[src/rtl/cmto_pkg.sv]
// Shared types and constants of the colour marker tracker with overlay.
`default_nettype none

package cmto_pkg;

  localparam int CFG_DATA_W  = 10;
  localparam int CFG_INDEX_W = 3;
  localparam int CNT_W       = 4;

  typedef enum logic [CFG_INDEX_W-1:0] {
    CFG_RED_LOW       = 3'd0,
    CFG_RED_HIGH      = 3'd1,
    CFG_DIM_LIMIT     = 3'd2,
    CFG_BLUE_LOW      = 3'd3,
    CFG_BLUE_HIGH     = 3'd4,
    CFG_HIT_THRESHOLD = 3'd5,
    CFG_BOX_SIZE      = 3'd6,
    CFG_TRACK_WINDOW  = 3'd7
  } cfg_index_t;

  typedef struct packed {
    logic [CFG_DATA_W-1:0] red_low;
    logic [CFG_DATA_W-1:0] red_high;
    logic [CFG_DATA_W-1:0] dim_limit;
    logic [CFG_DATA_W-1:0] blue_low;
    logic [CFG_DATA_W-1:0] blue_high;
    logic [CNT_W-1:0]      hit_threshold;
    logic [CFG_DATA_W-1:0] box_size;
    logic [CFG_DATA_W-1:0] track_window;
  } cfg_t;

  localparam cfg_t CFG_RESET = '{
    red_low:       10'd640,
    red_high:      10'd1020,
    dim_limit:     10'd400,
    blue_low:      10'd360,
    blue_high:     10'd880,
    hit_threshold: 4'd6,
    box_size:      10'd40,
    track_window:  10'd10
  };

  // Per-pixel classification handed from the blur stage to the tracker.
  typedef struct packed {
    logic red_hit;
    logic blue_hit;
    logic run_start;
    logic frame_start;
    logic line_black;
  } flags_t;

  localparam logic [4:0]  RUN_LEN = 5'd15;

  localparam logic [15:0] LINE_Y0 = 16'd0;
  localparam logic [15:0] LINE_Y1 = 16'd145;
  localparam logic [15:0] LINE_Y2 = 16'd265;
  localparam logic [15:0] LINE_Y3 = 16'd385;
  localparam logic [15:0] LINE_Y4 = 16'd505;

  // Volume is (480 - y) / 90; the quotient uses a reciprocal that is exact below 2**19 / 52.
  localparam logic [15:0]      VOL_TOP      = 16'd480;
  localparam logic [12:0]      VOL_RECIP    = 13'd5826;
  localparam int               VOL_SHIFT    = 19;
  localparam logic signed [4:0] VOL_MAX_STEP = 5'sd2;

endpackage

`default_nettype wire

[src/rtl/cmto_in_if.sv]
// Input channel: one column of three stacked pixels and the pixel position.
`default_nettype none

interface cmto_in_if #(
  parameter int COLOUR_BITS = 10,
  parameter int COORD_BITS  = 10
);
  logic                     valid;
  logic                     ready;
  logic [3*COLOUR_BITS-1:0] top_pixel;
  logic [3*COLOUR_BITS-1:0] middle_pixel;
  logic [3*COLOUR_BITS-1:0] bottom_pixel;
  logic [COORD_BITS-1:0]    x_coord;
  logic [COORD_BITS-1:0]    y_coord;

  modport source (
    output valid, top_pixel, middle_pixel, bottom_pixel, x_coord, y_coord,
    input  ready
  );

  modport sink (
    input  valid, top_pixel, middle_pixel, bottom_pixel, x_coord, y_coord,
    output ready
  );
endinterface

`default_nettype wire

[src/rtl/cmto_out_if.sv]
// Result channel: the overlaid pixel and the held volume level.
`default_nettype none

interface cmto_out_if #(
  parameter int COLOUR_BITS = 10
);
  logic                     valid;
  logic                     ready;
  logic [3*COLOUR_BITS-1:0] pixel_out;
  logic [3:0]               volume_level;

  modport source (
    output valid, pixel_out, volume_level,
    input  ready
  );

  modport sink (
    input  valid, pixel_out, volume_level,
    output ready
  );
endinterface

`default_nettype wire

[src/rtl/cmto_blur.sv]
// Input register, column window, 3x3 blur and per-pixel marker classification.
`default_nettype none

module cmto_blur #(
  parameter int COLOUR_BITS = 10,
  parameter int COORD_BITS  = 10
) (
  input  wire logic                     clk,
  input  wire logic                     rst,
  input  wire cmto_pkg::cfg_t           cfg,
  input  wire logic                     in_valid,
  output logic                          in_ready,
  input  wire logic [3*COLOUR_BITS-1:0] top_pixel,
  input  wire logic [3*COLOUR_BITS-1:0] middle_pixel,
  input  wire logic [3*COLOUR_BITS-1:0] bottom_pixel,
  input  wire logic [COORD_BITS-1:0]    x_coord,
  input  wire logic [COORD_BITS-1:0]    y_coord,
  output logic                          out_valid,
  input  wire logic                     out_ready,
  output logic [3*COLOUR_BITS-1:0]      pixel,
  output logic [COORD_BITS-1:0]         x,
  output logic [COORD_BITS-1:0]         y,
  output cmto_pkg::flags_t              flags
);

  localparam int PW  = 3 * COLOUR_BITS;
  localparam int SW  = COLOUR_BITS + 4;
  localparam int TW  = (COLOUR_BITS > cmto_pkg::CFG_DATA_W) ? COLOUR_BITS
                                                            : cmto_pkg::CFG_DATA_W;
  localparam int NIB = (COORD_BITS + 3) / 4;

  logic                   valid;
  logic [PW-1:0]          col_new [3];
  logic [PW-1:0]          col_one [3];
  logic [PW-1:0]          col_two [3];
  logic [COORD_BITS-1:0]  x_reg;
  logic [COORD_BITS-1:0]  y_reg;
  logic                   load;

  logic [SW-1:0]          sum [3];
  logic [COLOUR_BITS-1:0] blur [3];
  logic [TW-1:0]          red_e, green_e, blue_e;
  logic [4*NIB-1:0]       x_pad;
  logic [7:0]             nib_sum;
  logic [4:0]             nib_fold;
  logic [15:0]            y_wide;

  assign in_ready  = !valid || out_ready;
  assign load      = in_valid && in_ready;
  assign out_valid = valid;

  // The window shifts only when a new word is taken, so a held word keeps its neighbors.
  always_ff @(posedge clk) begin
    if (rst) begin
      valid <= 1'b0;
      for (int r = 0; r < 3; r++) begin
        col_new[r] <= '0;
        col_one[r] <= '0;
        col_two[r] <= '0;
      end
    end else if (load) begin
      valid      <= 1'b1;
      col_two    <= col_one;
      col_one    <= col_new;
      col_new[0] <= top_pixel;
      col_new[1] <= middle_pixel;
      col_new[2] <= bottom_pixel;
    end else if (out_ready) begin
      valid <= 1'b0;
    end
  end

  always_ff @(posedge clk) begin
    if (load) begin
      x_reg <= x_coord;
      y_reg <= y_coord;
    end
  end

  always_comb begin
    for (int c = 0; c < 3; c++) begin
      sum[c] = SW'(col_new[0][c*COLOUR_BITS +: COLOUR_BITS])
             + (SW'(col_new[1][c*COLOUR_BITS +: COLOUR_BITS]) << 1)
             + SW'(col_new[2][c*COLOUR_BITS +: COLOUR_BITS])
             + ((SW'(col_one[0][c*COLOUR_BITS +: COLOUR_BITS])
               + (SW'(col_one[1][c*COLOUR_BITS +: COLOUR_BITS]) << 1)
               + SW'(col_one[2][c*COLOUR_BITS +: COLOUR_BITS])) << 1)
             + SW'(col_two[0][c*COLOUR_BITS +: COLOUR_BITS])
             + (SW'(col_two[1][c*COLOUR_BITS +: COLOUR_BITS]) << 1)
             + SW'(col_two[2][c*COLOUR_BITS +: COLOUR_BITS]);
      blur[c] = sum[c][SW-1:4];
    end
  end

  assign red_e   = TW'(blur[2]);
  assign green_e = TW'(blur[1]);
  assign blue_e  = TW'(blur[0]);

  // Since 16 is one more than 15, x mod 15 follows from the sum of its hex digits.
  assign x_pad = (4*NIB)'(x_reg);
  always_comb begin
    nib_sum = '0;
    for (int n = 0; n < NIB; n++) begin
      nib_sum = nib_sum + 8'(x_pad[4*n +: 4]);
    end
  end
  assign nib_fold = 5'(nib_sum[7:4]) + 5'(nib_sum[3:0]);
  assign y_wide   = 16'(y_reg);

  assign flags.red_hit = (red_e >= TW'(cfg.red_low)) && (red_e <= TW'(cfg.red_high)) &&
                         (green_e <= TW'(cfg.dim_limit)) && (blue_e <= TW'(cfg.dim_limit));
  assign flags.blue_hit = (red_e <= TW'(cfg.dim_limit)) && (green_e <= TW'(cfg.dim_limit)) &&
                          (blue_e >= TW'(cfg.blue_low)) && (blue_e <= TW'(cfg.blue_high));
  assign flags.run_start   = (nib_fold == 5'd0) || (nib_fold == cmto_pkg::RUN_LEN);
  assign flags.frame_start = (x_reg == '0) && (y_reg == '0);
  assign flags.line_black  = (y_wide == cmto_pkg::LINE_Y0) || (y_wide == cmto_pkg::LINE_Y1) ||
                             (y_wide == cmto_pkg::LINE_Y2) || (y_wide == cmto_pkg::LINE_Y3) ||
                             (y_wide == cmto_pkg::LINE_Y4);

  assign pixel = {blur[2], blur[1], blur[0]};
  assign x     = x_reg;
  assign y     = y_reg;

endmodule

`default_nettype wire

[src/rtl/cmto_tracker.sv]
// Hit counters, first-hit latches and windowed position trackers for both markers.
`default_nettype none

module cmto_tracker #(
  parameter int COLOUR_BITS = 10,
  parameter int COORD_BITS  = 10
) (
  input  wire logic                     clk,
  input  wire logic                     rst,
  input  wire cmto_pkg::cfg_t           cfg,
  input  wire logic                     in_valid,
  output logic                          in_ready,
  input  wire logic [3*COLOUR_BITS-1:0] in_pixel,
  input  wire logic [COORD_BITS-1:0]    in_x,
  input  wire logic [COORD_BITS-1:0]    in_y,
  input  wire cmto_pkg::flags_t         in_flags,
  output logic                          out_valid,
  input  wire logic                     out_ready,
  output logic [3*COLOUR_BITS-1:0]      pixel,
  output logic [COORD_BITS-1:0]         x,
  output logic [COORD_BITS-1:0]         y,
  output logic                          line_black,
  output logic [COORD_BITS-1:0]         red_x,
  output logic [COORD_BITS-1:0]         red_y,
  output logic [COORD_BITS-1:0]         blue_x,
  output logic [COORD_BITS-1:0]         blue_y
);

  localparam int CW = COORD_BITS;
  localparam int AW = (COORD_BITS > cmto_pkg::CFG_DATA_W) ? COORD_BITS
                                                          : cmto_pkg::CFG_DATA_W;

  logic                         valid;
  logic [3*COLOUR_BITS-1:0]     pixel_reg;
  logic [CW-1:0]                x_reg;
  logic [CW-1:0]                y_reg;
  cmto_pkg::flags_t             flags_reg;
  logic                         load;
  logic                         commit;

  logic [cmto_pkg::CNT_W-1:0]   red_cnt, blue_cnt;
  logic [cmto_pkg::CNT_W-1:0]   red_cnt_next, blue_cnt_next;
  logic [CW-1:0]                found_rx, found_ry, found_bx, found_by;
  logic [CW-1:0]                base_rx, base_ry, base_bx, base_by;
  logic [CW-1:0]                found_rx_next, found_ry_next, found_bx_next, found_by_next;
  logic [CW-1:0]                track_rx, track_ry, track_bx, track_by;
  logic [2*CW-1:0]              red_follow, blue_follow;
  logic                         red_latch, blue_latch;

  // Restart from the latch when not yet tracking, then follow if either axis is close.
  function automatic logic [2*CW-1:0] follow(input logic [CW-1:0] tx,
                                             input logic [CW-1:0] ty,
                                             input logic [CW-1:0] fx,
                                             input logic [CW-1:0] fy,
                                             input logic [cmto_pkg::CFG_DATA_W-1:0] win);
    logic [CW-1:0] sx;
    logic [CW-1:0] sy;
    logic [CW-1:0] adx;
    logic [CW-1:0] ady;
    logic          near;
    sx = tx;
    sy = ty;
    if (tx == '0 && fx != '0) begin
      sx = fx;
      sy = fy;
    end
    adx  = (fx >= sx) ? fx - sx : sx - fx;
    ady  = (fy >= sy) ? fy - sy : sy - fy;
    near = (AW'(ady) < AW'(win)) || (AW'(adx) < AW'(win));
    return near ? {fx, fy} : {sx, sy};
  endfunction

  assign in_ready  = !valid || out_ready;
  assign load      = in_valid && in_ready;
  assign commit    = valid && out_ready;
  assign out_valid = valid;

  always_ff @(posedge clk) begin
    if (rst) begin
      valid <= 1'b0;
    end else if (load) begin
      valid <= 1'b1;
    end else if (out_ready) begin
      valid <= 1'b0;
    end
  end

  always_ff @(posedge clk) begin
    if (load) begin
      pixel_reg <= in_pixel;
      x_reg     <= in_x;
      y_reg     <= in_y;
      flags_reg <= in_flags;
    end
  end

  always_comb begin
    red_cnt_next  = flags_reg.run_start ? '0 : red_cnt;
    blue_cnt_next = flags_reg.run_start ? '0 : blue_cnt;
    red_cnt_next  = red_cnt_next + cmto_pkg::CNT_W'(flags_reg.red_hit);
    blue_cnt_next = blue_cnt_next + cmto_pkg::CNT_W'(flags_reg.blue_hit);
  end

  assign base_rx = flags_reg.frame_start ? '0 : found_rx;
  assign base_ry = flags_reg.frame_start ? '0 : found_ry;
  assign base_bx = flags_reg.frame_start ? '0 : found_bx;
  assign base_by = flags_reg.frame_start ? '0 : found_by;

  assign red_latch  = (red_cnt_next > cfg.hit_threshold) && base_rx == '0 && base_ry == '0;
  assign blue_latch = (blue_cnt_next > cfg.hit_threshold) && base_bx == '0 && base_by == '0;

  assign found_rx_next = red_latch  ? x_reg : base_rx;
  assign found_ry_next = red_latch  ? y_reg : base_ry;
  assign found_bx_next = blue_latch ? x_reg : base_bx;
  assign found_by_next = blue_latch ? y_reg : base_by;

  assign red_follow  = follow(track_rx, track_ry, found_rx_next, found_ry_next,
                              cfg.track_window);
  assign blue_follow = follow(track_bx, track_by, found_bx_next, found_by_next,
                              cfg.track_window);

  always_ff @(posedge clk) begin
    if (rst) begin
      red_cnt  <= '0;
      blue_cnt <= '0;
      found_rx <= '0;
      found_ry <= '0;
      found_bx <= '0;
      found_by <= '0;
      track_rx <= '0;
      track_ry <= '0;
      track_bx <= '0;
      track_by <= '0;
    end else if (commit) begin
      red_cnt  <= red_cnt_next;
      blue_cnt <= blue_cnt_next;
      found_rx <= found_rx_next;
      found_ry <= found_ry_next;
      found_bx <= found_bx_next;
      found_by <= found_by_next;
      {track_rx, track_ry} <= red_follow;
      {track_bx, track_by} <= blue_follow;
    end
  end

  assign pixel          = pixel_reg;
  assign x              = x_reg;
  assign y              = y_reg;
  assign line_black     = flags_reg.line_black;
  assign {red_x, red_y}   = red_follow;
  assign {blue_x, blue_y} = blue_follow;

endmodule

`default_nettype wire

[src/rtl/cmto_overlay.sv]
// Box overlay, line blanking, volume tracking and the result register.
`default_nettype none

module cmto_overlay #(
  parameter int COLOUR_BITS = 10,
  parameter int COORD_BITS  = 10
) (
  input  wire logic                     clk,
  input  wire logic                     rst,
  input  wire cmto_pkg::cfg_t           cfg,
  input  wire logic                     in_valid,
  output logic                          in_ready,
  input  wire logic [3*COLOUR_BITS-1:0] in_pixel,
  input  wire logic [COORD_BITS-1:0]    in_x,
  input  wire logic [COORD_BITS-1:0]    in_y,
  input  wire logic                     in_line_black,
  input  wire logic [COORD_BITS-1:0]    in_red_x,
  input  wire logic [COORD_BITS-1:0]    in_red_y,
  input  wire logic [COORD_BITS-1:0]    in_blue_x,
  input  wire logic [COORD_BITS-1:0]    in_blue_y,
  output logic                          out_valid,
  input  wire logic                     out_ready,
  output logic [3*COLOUR_BITS-1:0]      pixel_out,
  output logic [3:0]                    volume_level
);

  localparam int CW = COORD_BITS;
  localparam int AW = (COORD_BITS > cmto_pkg::CFG_DATA_W) ? COORD_BITS
                                                          : cmto_pkg::CFG_DATA_W;
  localparam int NW = (COORD_BITS > 9) ? COORD_BITS : 9;
  localparam int MW = NW + 13;

  logic                     valid;
  logic [3*COLOUR_BITS-1:0] pixel_reg;
  logic [CW-1:0]            x_reg, y_reg;
  logic                     black_reg;
  logic [CW-1:0]            red_x, red_y, blue_x, blue_y;
  logic                     load;
  logic                     advance;
  logic                     stage_ready;

  logic                     in_red_box, in_blue_box;
  logic [3*COLOUR_BITS-1:0] pixel_next;
  logic [NW-1:0]            ty, n;
  logic                     neg;
  logic [MW-1:0]            prod;
  logic [3:0]               vmag, vcur;
  logic signed [4:0]        vdiff;
  logic [3:0]               held, held_next;

  function automatic logic inside_box(input logic [CW-1:0] px,
                                      input logic [CW-1:0] py,
                                      input logic [CW-1:0] bx,
                                      input logic [CW-1:0] by,
                                      input logic [cmto_pkg::CFG_DATA_W-1:0] size);
    return (px >= bx) && (AW'(px - bx) <= AW'(size)) &&
           (py >= by) && (AW'(py - by) <= AW'(size));
  endfunction

  assign stage_ready = !out_valid || out_ready;
  assign in_ready    = !valid || stage_ready;
  assign load        = in_valid && in_ready;
  assign advance     = valid && stage_ready;

  always_ff @(posedge clk) begin
    if (load) begin
      pixel_reg <= in_pixel;
      x_reg     <= in_x;
      y_reg     <= in_y;
      black_reg <= in_line_black;
      red_x     <= in_red_x;
      red_y     <= in_red_y;
      blue_x    <= in_blue_x;
      blue_y    <= in_blue_y;
    end
  end

  assign in_red_box  = inside_box(x_reg, y_reg, red_x, red_y, cfg.box_size);
  assign in_blue_box = inside_box(x_reg, y_reg, blue_x, blue_y, cfg.box_size);

  always_comb begin
    pixel_next = pixel_reg;
    if (in_red_box) begin
      pixel_next = {{COLOUR_BITS{1'b1}}, {(2*COLOUR_BITS){1'b0}}};
    end
    if (in_blue_box) begin
      pixel_next = {{(2*COLOUR_BITS){1'b0}}, {COLOUR_BITS{1'b1}}};
    end
    if (black_reg) begin
      pixel_next = '0;
    end
  end

  // The quotient is truncated toward zero, so a y below the top mark gives a wrapped negative.
  assign ty    = NW'(red_y);
  assign neg   = ty > NW'(cmto_pkg::VOL_TOP);
  assign n     = neg ? ty - NW'(cmto_pkg::VOL_TOP) : NW'(cmto_pkg::VOL_TOP) - ty;
  assign prod  = MW'(n) * MW'(cmto_pkg::VOL_RECIP);
  assign vmag  = 4'(prod >> cmto_pkg::VOL_SHIFT);
  assign vcur  = neg ? 4'(4'd0 - vmag) : vmag;
  assign vdiff = $signed({1'b0, vcur}) - $signed({1'b0, held});
  assign held_next = (vdiff >= -cmto_pkg::VOL_MAX_STEP && vdiff <= cmto_pkg::VOL_MAX_STEP)
                     ? vcur : held;

  always_ff @(posedge clk) begin
    if (rst) begin
      valid     <= 1'b0;
      out_valid <= 1'b0;
      held      <= '0;
    end else begin
      if (load) begin
        valid <= 1'b1;
      end else if (stage_ready) begin
        valid <= 1'b0;
      end
      if (advance) begin
        out_valid <= 1'b1;
        held      <= held_next;
      end else if (out_ready) begin
        out_valid <= 1'b0;
      end
    end
  end

  always_ff @(posedge clk) begin
    if (advance) begin
      pixel_out    <= pixel_next;
      volume_level <= (red_y == '0) ? 4'd0 : held_next;
    end
  end

endmodule

`default_nettype wire

[src/rtl/colour_marker_tracker_overlay.sv]
// Top level of the colour marker tracker with box overlay and volume output.
//
// The pixel channel takes one word per cycle unless stalled: a column of three
// stacked pixels and the screen position of the bottom one. The result channel
// returns one word per input word, in order: the blurred pixel with the marker
// boxes and the blanked lines drawn in, and the held volume level.
// The block is a four-register pipeline: input register and blur, tracker,
// overlay, result register. A word accepted at the input passes through the
// blur, tracker, overlay and result registers in turn, and one word per cycle is
// sustained when nothing stalls. The tracker state closes its loop within a
// single stage, which is what allows a new word in every cycle.
// Each stage holds its word until the next stage has room, so bubbles are
// squeezed out and the input keeps accepting while a result waits; only when all
// four registers are full and the receiver stalls does the input stop.
// Reset empties the pipeline, clears the column window, hit counts, latched and
// tracked positions and volume, and loads the default thresholds. Configuration
// registers must be written by the user via the write port while idle; unchecked.
`default_nettype none

module colour_marker_tracker_overlay #(
  parameter int COLOUR_BITS = 10,
  parameter int COORD_BITS  = 10
) (
  input  wire logic                                 clk,
  input  wire logic                                 rst,
  input  wire logic                                 cfg_wr_en,
  input  wire logic [cmto_pkg::CFG_INDEX_W-1:0]     cfg_index,
  input  wire logic [cmto_pkg::CFG_DATA_W-1:0]      cfg_data,
  cmto_in_if.sink                                   pix,
  cmto_out_if.source                                res
);

  localparam int PW = 3 * COLOUR_BITS;

  cmto_pkg::cfg_t   cfg;

  logic             blur_valid, blur_ready;
  logic [PW-1:0]    blur_pixel;
  logic [COORD_BITS-1:0] blur_x, blur_y;
  cmto_pkg::flags_t blur_flags;

  logic             trk_valid, trk_ready;
  logic [PW-1:0]    trk_pixel;
  logic [COORD_BITS-1:0] trk_x, trk_y;
  logic             trk_black;
  logic [COORD_BITS-1:0] trk_red_x, trk_red_y, trk_blue_x, trk_blue_y;

  always_ff @(posedge clk) begin
    if (rst) begin
      cfg <= cmto_pkg::CFG_RESET;
    end else if (cfg_wr_en) begin
      case (cmto_pkg::cfg_index_t'(cfg_index))
        cmto_pkg::CFG_RED_LOW:       cfg.red_low       <= cfg_data;
        cmto_pkg::CFG_RED_HIGH:      cfg.red_high      <= cfg_data;
        cmto_pkg::CFG_DIM_LIMIT:     cfg.dim_limit     <= cfg_data;
        cmto_pkg::CFG_BLUE_LOW:      cfg.blue_low      <= cfg_data;
        cmto_pkg::CFG_BLUE_HIGH:     cfg.blue_high     <= cfg_data;
        cmto_pkg::CFG_HIT_THRESHOLD: cfg.hit_threshold <= cfg_data[cmto_pkg::CNT_W-1:0];
        cmto_pkg::CFG_BOX_SIZE:      cfg.box_size      <= cfg_data;
        cmto_pkg::CFG_TRACK_WINDOW:  cfg.track_window  <= cfg_data;
        default: begin
        end
      endcase
    end
  end

  cmto_blur #(
    .COLOUR_BITS (COLOUR_BITS),
    .COORD_BITS  (COORD_BITS)
  ) u_blur (
    .clk          (clk),
    .rst          (rst),
    .cfg          (cfg),
    .in_valid     (pix.valid),
    .in_ready     (pix.ready),
    .top_pixel    (pix.top_pixel),
    .middle_pixel (pix.middle_pixel),
    .bottom_pixel (pix.bottom_pixel),
    .x_coord      (pix.x_coord),
    .y_coord      (pix.y_coord),
    .out_valid    (blur_valid),
    .out_ready    (blur_ready),
    .pixel        (blur_pixel),
    .x            (blur_x),
    .y            (blur_y),
    .flags        (blur_flags)
  );

  cmto_tracker #(
    .COLOUR_BITS (COLOUR_BITS),
    .COORD_BITS  (COORD_BITS)
  ) u_tracker (
    .clk        (clk),
    .rst        (rst),
    .cfg        (cfg),
    .in_valid   (blur_valid),
    .in_ready   (blur_ready),
    .in_pixel   (blur_pixel),
    .in_x       (blur_x),
    .in_y       (blur_y),
    .in_flags   (blur_flags),
    .out_valid  (trk_valid),
    .out_ready  (trk_ready),
    .pixel      (trk_pixel),
    .x          (trk_x),
    .y          (trk_y),
    .line_black (trk_black),
    .red_x      (trk_red_x),
    .red_y      (trk_red_y),
    .blue_x     (trk_blue_x),
    .blue_y     (trk_blue_y)
  );

  cmto_overlay #(
    .COLOUR_BITS (COLOUR_BITS),
    .COORD_BITS  (COORD_BITS)
  ) u_overlay (
    .clk           (clk),
    .rst           (rst),
    .cfg           (cfg),
    .in_valid      (trk_valid),
    .in_ready      (trk_ready),
    .in_pixel      (trk_pixel),
    .in_x          (trk_x),
    .in_y          (trk_y),
    .in_line_black (trk_black),
    .in_red_x      (trk_red_x),
    .in_red_y      (trk_red_y),
    .in_blue_x     (trk_blue_x),
    .in_blue_y     (trk_blue_y),
    .out_valid     (res.valid),
    .out_ready     (res.ready),
    .pixel_out     (res.pixel_out),
    .volume_level  (res.volume_level)
  );

endmodule

`default_nettype wire

[src/flat_wrapper.sv]
// flat-port wrapper written by rule: the top's interface ports become plain ports
module colour_marker_tracker_overlay_flat 
#(
  parameter int COLOUR_BITS = 10,
  parameter int COORD_BITS  = 10
)
  (clk, rst, cfg_wr_en, cfg_index, cfg_data, pix_valid, pix_top_pixel, pix_middle_pixel, pix_bottom_pixel, pix_x_coord, pix_y_coord, pix_ready, res_valid, res_pixel_out, res_volume_level, res_ready);
  cmto_in_if #(.COLOUR_BITS(COLOUR_BITS), .COORD_BITS(COORD_BITS)) pix_i ();
  cmto_out_if #(.COLOUR_BITS(COLOUR_BITS)) res_i ();
  input  wire logic clk;
  input  wire logic rst;
  input  wire logic cfg_wr_en;
  input  wire logic [cmto_pkg::CFG_INDEX_W-1:0] cfg_index;
  input  wire logic [cmto_pkg::CFG_DATA_W-1:0] cfg_data;
  input wire logic [$bits(pix_i.valid)-1:0] pix_valid;
  input wire logic [$bits(pix_i.top_pixel)-1:0] pix_top_pixel;
  input wire logic [$bits(pix_i.middle_pixel)-1:0] pix_middle_pixel;
  input wire logic [$bits(pix_i.bottom_pixel)-1:0] pix_bottom_pixel;
  input wire logic [$bits(pix_i.x_coord)-1:0] pix_x_coord;
  input wire logic [$bits(pix_i.y_coord)-1:0] pix_y_coord;
  output wire logic [$bits(pix_i.ready)-1:0] pix_ready;
  output wire logic [$bits(res_i.valid)-1:0] res_valid;
  output wire logic [$bits(res_i.pixel_out)-1:0] res_pixel_out;
  output wire logic [$bits(res_i.volume_level)-1:0] res_volume_level;
  input wire logic [$bits(res_i.ready)-1:0] res_ready;
  assign pix_i.valid = pix_valid;
  assign pix_i.top_pixel = pix_top_pixel;
  assign pix_i.middle_pixel = pix_middle_pixel;
  assign pix_i.bottom_pixel = pix_bottom_pixel;
  assign pix_i.x_coord = pix_x_coord;
  assign pix_i.y_coord = pix_y_coord;
  assign pix_ready = pix_i.ready;
  assign res_valid = res_i.valid;
  assign res_pixel_out = res_i.pixel_out;
  assign res_volume_level = res_i.volume_level;
  assign res_i.ready = res_ready;
  colour_marker_tracker_overlay #(.COLOUR_BITS(COLOUR_BITS), .COORD_BITS(COORD_BITS)) u_core (.clk(clk), .rst(rst), .cfg_wr_en(cfg_wr_en), .cfg_index(cfg_index), .cfg_data(cfg_data), .pix(pix_i), .res(res_i));
endmodule
[config.mk]
export PLATFORM = sky130hd
export DESIGN_NAME = colour_marker_tracker_overlay_flat
export DESIGN_NICKNAME = d
export VERILOG_FILES = /design/src/rtl/cmto_pkg.sv /design/src/rtl/cmto_in_if.sv /design/src/rtl/cmto_out_if.sv /design/src/rtl/cmto_blur.sv /design/src/rtl/cmto_tracker.sv /design/src/rtl/cmto_overlay.sv /design/src/rtl/colour_marker_tracker_overlay.sv /design/src/flat_wrapper.sv
export SDC_FILE = /design/constraint.sdc
export NUM_CORES = 2
export LEC_CHECK = 0
export ABC_AREA = 1
export BUFFER_PORTS_ARGS = -buffer_cell sky130_fd_sc_hd__clkbuf_2
export CORE_ASPECT_RATIO = 1.25
export CORE_MARGIN = 2
export CORE_UTILIZATION = 25
export DETAILED_ROUTE_END_ITERATION = 8
export PLACE_DENSITY = 0.38
export SYNTH_ARGS = -nofsm -noshare
export SYNTH_HDL_FRONTEND = slang
export SYNTH_SLANG_ARGS = --single-unit
[constraint.sdc]
create_clock -name clk -period 9.17 [get_ports clk]
set_input_delay 1.3755 -clock clk [delete_from_list [all_inputs] [get_ports clk]]
set_output_delay 1.3755 -clock clk [all_outputs]
set_load 0.005 [all_outputs]
==> metrics <==
Cell Pwr Density between 300 and 400 nW/um^2; Post-synth top flop dfxtp_1; Max-Cap Viols 0; Synth top cells by count inv_1, nor2_1, nand2_1; clock buffer depth 3; largest cells by area after synthesis dfxtp_1, edfxtp_1, ha_1; CP Class reg -> reg; nets@finish 5,796; VDD IR-drop max 0.331 mV; CP Data Arrival Time ~8.7 ns; fmax approximately 120 MHz; initial antenna violation count 12; Cell variety after synth 60; WHS roughly 0.4 ns; Layout Skew 0.0489 ns; Die Y 459 um; Worst-Skew Late Latency slightly above 0.7 ns; H-tree levels 3; DR iter-0 viols between 1,000 and 1,500; WHS Path Cells 0; vias in the first global route between 30,000 and 40,000; startpoint types flip-flop; CTS clock-pin slew for the worst setup and hold paths about 0.06 ns; worst endpoint required time slightly below 10 ns; grt ovf 0; initial core utilization 25.2%; Largest stage delay, worst path 0.54 ns; Gate Count Post-Synth 4,936; drt pass-1 iters 5; final wirelength 130 mm; number of synthesized flops with an enable pin 200; sum of negative setup slack 0 ns; Least-Margin Pin Slew between 1 and 1.5 ns; CTS tree done; final hold vios 0; via count about 32,000; Mapped Area 41,400 um^2; all-layer global routing usage between 10% and 20%; Core Area approximately 160,000 um^2; Seq/Total Area, Yosys a little over a third; vias per cell roughly 4.4; cell mode on critical path nand2_1; warnings from Yosys 0; Synthesized Nets 5,694; synthesis-stage register bit count 640; first-pass GRT wire length ~200 mm; share of the synthesized area in the top cell type about a fifth; largest net degree at the start of global routing around 270; # setup viols final 0; worst min path class reg -> reg; Mapped Avg Cell Area approximately 8.4 um^2; WL/cell 17.9 um; slowest stage cell, crit path fa_1; num ports ~160; area leader, netlist dfxtp_1; row count around 170; Max-slew headroom between 10% and 20%; Antenna diodes 0; Die ar. between 150,000 and 200,000 um^2; DRT antenna net count 0; GPL Wtd Cong between 0.8 and 0.9; clk root buf clkbuf_16; Slew Limit Fails 0; Die X 368 um; area grow syn2layout 14.2%; status finished, final reports clean; biggest regs u_core.u_blur.col_new: 90 flops, u_core.u_blur.col_one: 90 flops, u_core.u_blur.col_two: 90 flops; Post-synth ARST share 0%; post-DP HPWL between 90 and 100 mm; Clock Sink Count 640; # Post-CTS Setup Buffers 0; Leakage between 0.02 and 0.025 uW; final period utilization between 80% and 90%; Tmin final 8.19 ns; crit path max fanout 9; top-count cell post-synth inv_1; layout cells sized above 1 7.86%; R2R depth 39; I/O Buffers around 160; drc violations 0; CP endpoint kind flip-flop; Finished Core Util ~29%; unrepaired setup endpoints after global routing no; CTS buffer count 80
[through the flow]
stage	cells	setup WS, ns	power (uW)	instance area (um^2)
after floorplan	4936	1.90	11600	41400
after global placement	7140	0.847	14900	44500
after detailed placement	7140	0.739	15000	44500
after CTS	7289	0.721	18400	47300
after global routing	7289	0.0884	20100	47300
final	7289	0.976	18000	47300
[critical path, delay by kind of cell, from the launching register on]
family	cells	cell delay, ns
flops	1	0.53
xor+xnor	2	0.44
compound gates	5	0.55
fa+ha+maj	8	3.09
simple gates	18	2.47
buf+inv	6	0.84
[layout make-up]
cell class	count	area [um^2]
multi-input cells	3245	22600
clock buffers	106	2280
flip-flops and latches	640	14800
repair buffers	196	1100
well taps	2184	2730
inverters	875	3310
fillers	17800	117000
clock inverters	43	457
[repair_timing]
item                                    in CTS  in global routing
endpoints found under the setup margin       0                  2
hold buffers                                 0                  0
resized for setup                            0                  2
[cell families (layout without fill, tap and decap cells)]
logic type	after synthesis	count (layout)	share of synthesized area, %
simple gates	1381	1381	14.0
flops	640	640	35.8
xor+xnor	135	135	2.86
fa+ha+maj	630	630	22.8
mux	8	8	0.200
compound gates	1091	1091	14.5
buf+inv	1051	1220	9.78
[metal layers]
metal  GRT usage (%)  part of all wire [%]
met1            19.4                    44
met2            27.0                    49
met3            2.03                   3.5
met4            5.13                   3.1
met5               0                 0.049
[where the power goes]
part	total [uW]	internal, uW	switching, uW
Clock	3310	1910	1390
Combinational	11000	4010	7020
Sequential	3660	3490	167
[placed cells by master (no fill, tap or decap), types with 7 or more instances in the layout]
cell type / instances
a211oi_1: 8
a21o_1: 23
a21oi_1: 419
a221oi_1: 14
a31oi_1: 10
buf_4: 30
clkbuf_1: 12
clkbuf_16: 84
clkbuf_2: 163
clkbuf_8: 10
clkinv_2: 21
dfxtp_1: 440
edfxtp_1: 200
fa_1: 209
ha_1: 421
inv_1: 862
inv_2: 7
nand2_1: 548
nand2_4: 10
nand3_1: 161
nand3_2: 18
nand4_1: 34
nor2_1: 555
nor3_1: 17
nor4_1: 9
o2111ai_1: 9
o211ai_1: 51
o21ai_0: 474
o21bai_1: 31
o31ai_1: 11
xnor2_1: 57
xor2_1: 77
[worst paths after layout]
| check | from | end | slack (ns) |
|---|---|---|---|
| worst max register to register | u_core.u_overlay.red_y[0] | u_core.u_overlay.volume_level[0] | 0.98 |
| worst min register to register | u_core.u_tracker.pixel[2] | u_core.u_overlay.pixel_reg[2] | 0.40 |
| worst min-delay path | u_core.u_tracker.pixel[2] | u_core.u_overlay.pixel_reg[2] | 0.40 |
| worst max-delay path | u_core.u_overlay.red_y[0] | u_core.u_overlay.volume_level[0] | 0.98 |
No activity file was read; power rests on OpenSTA's default activity.
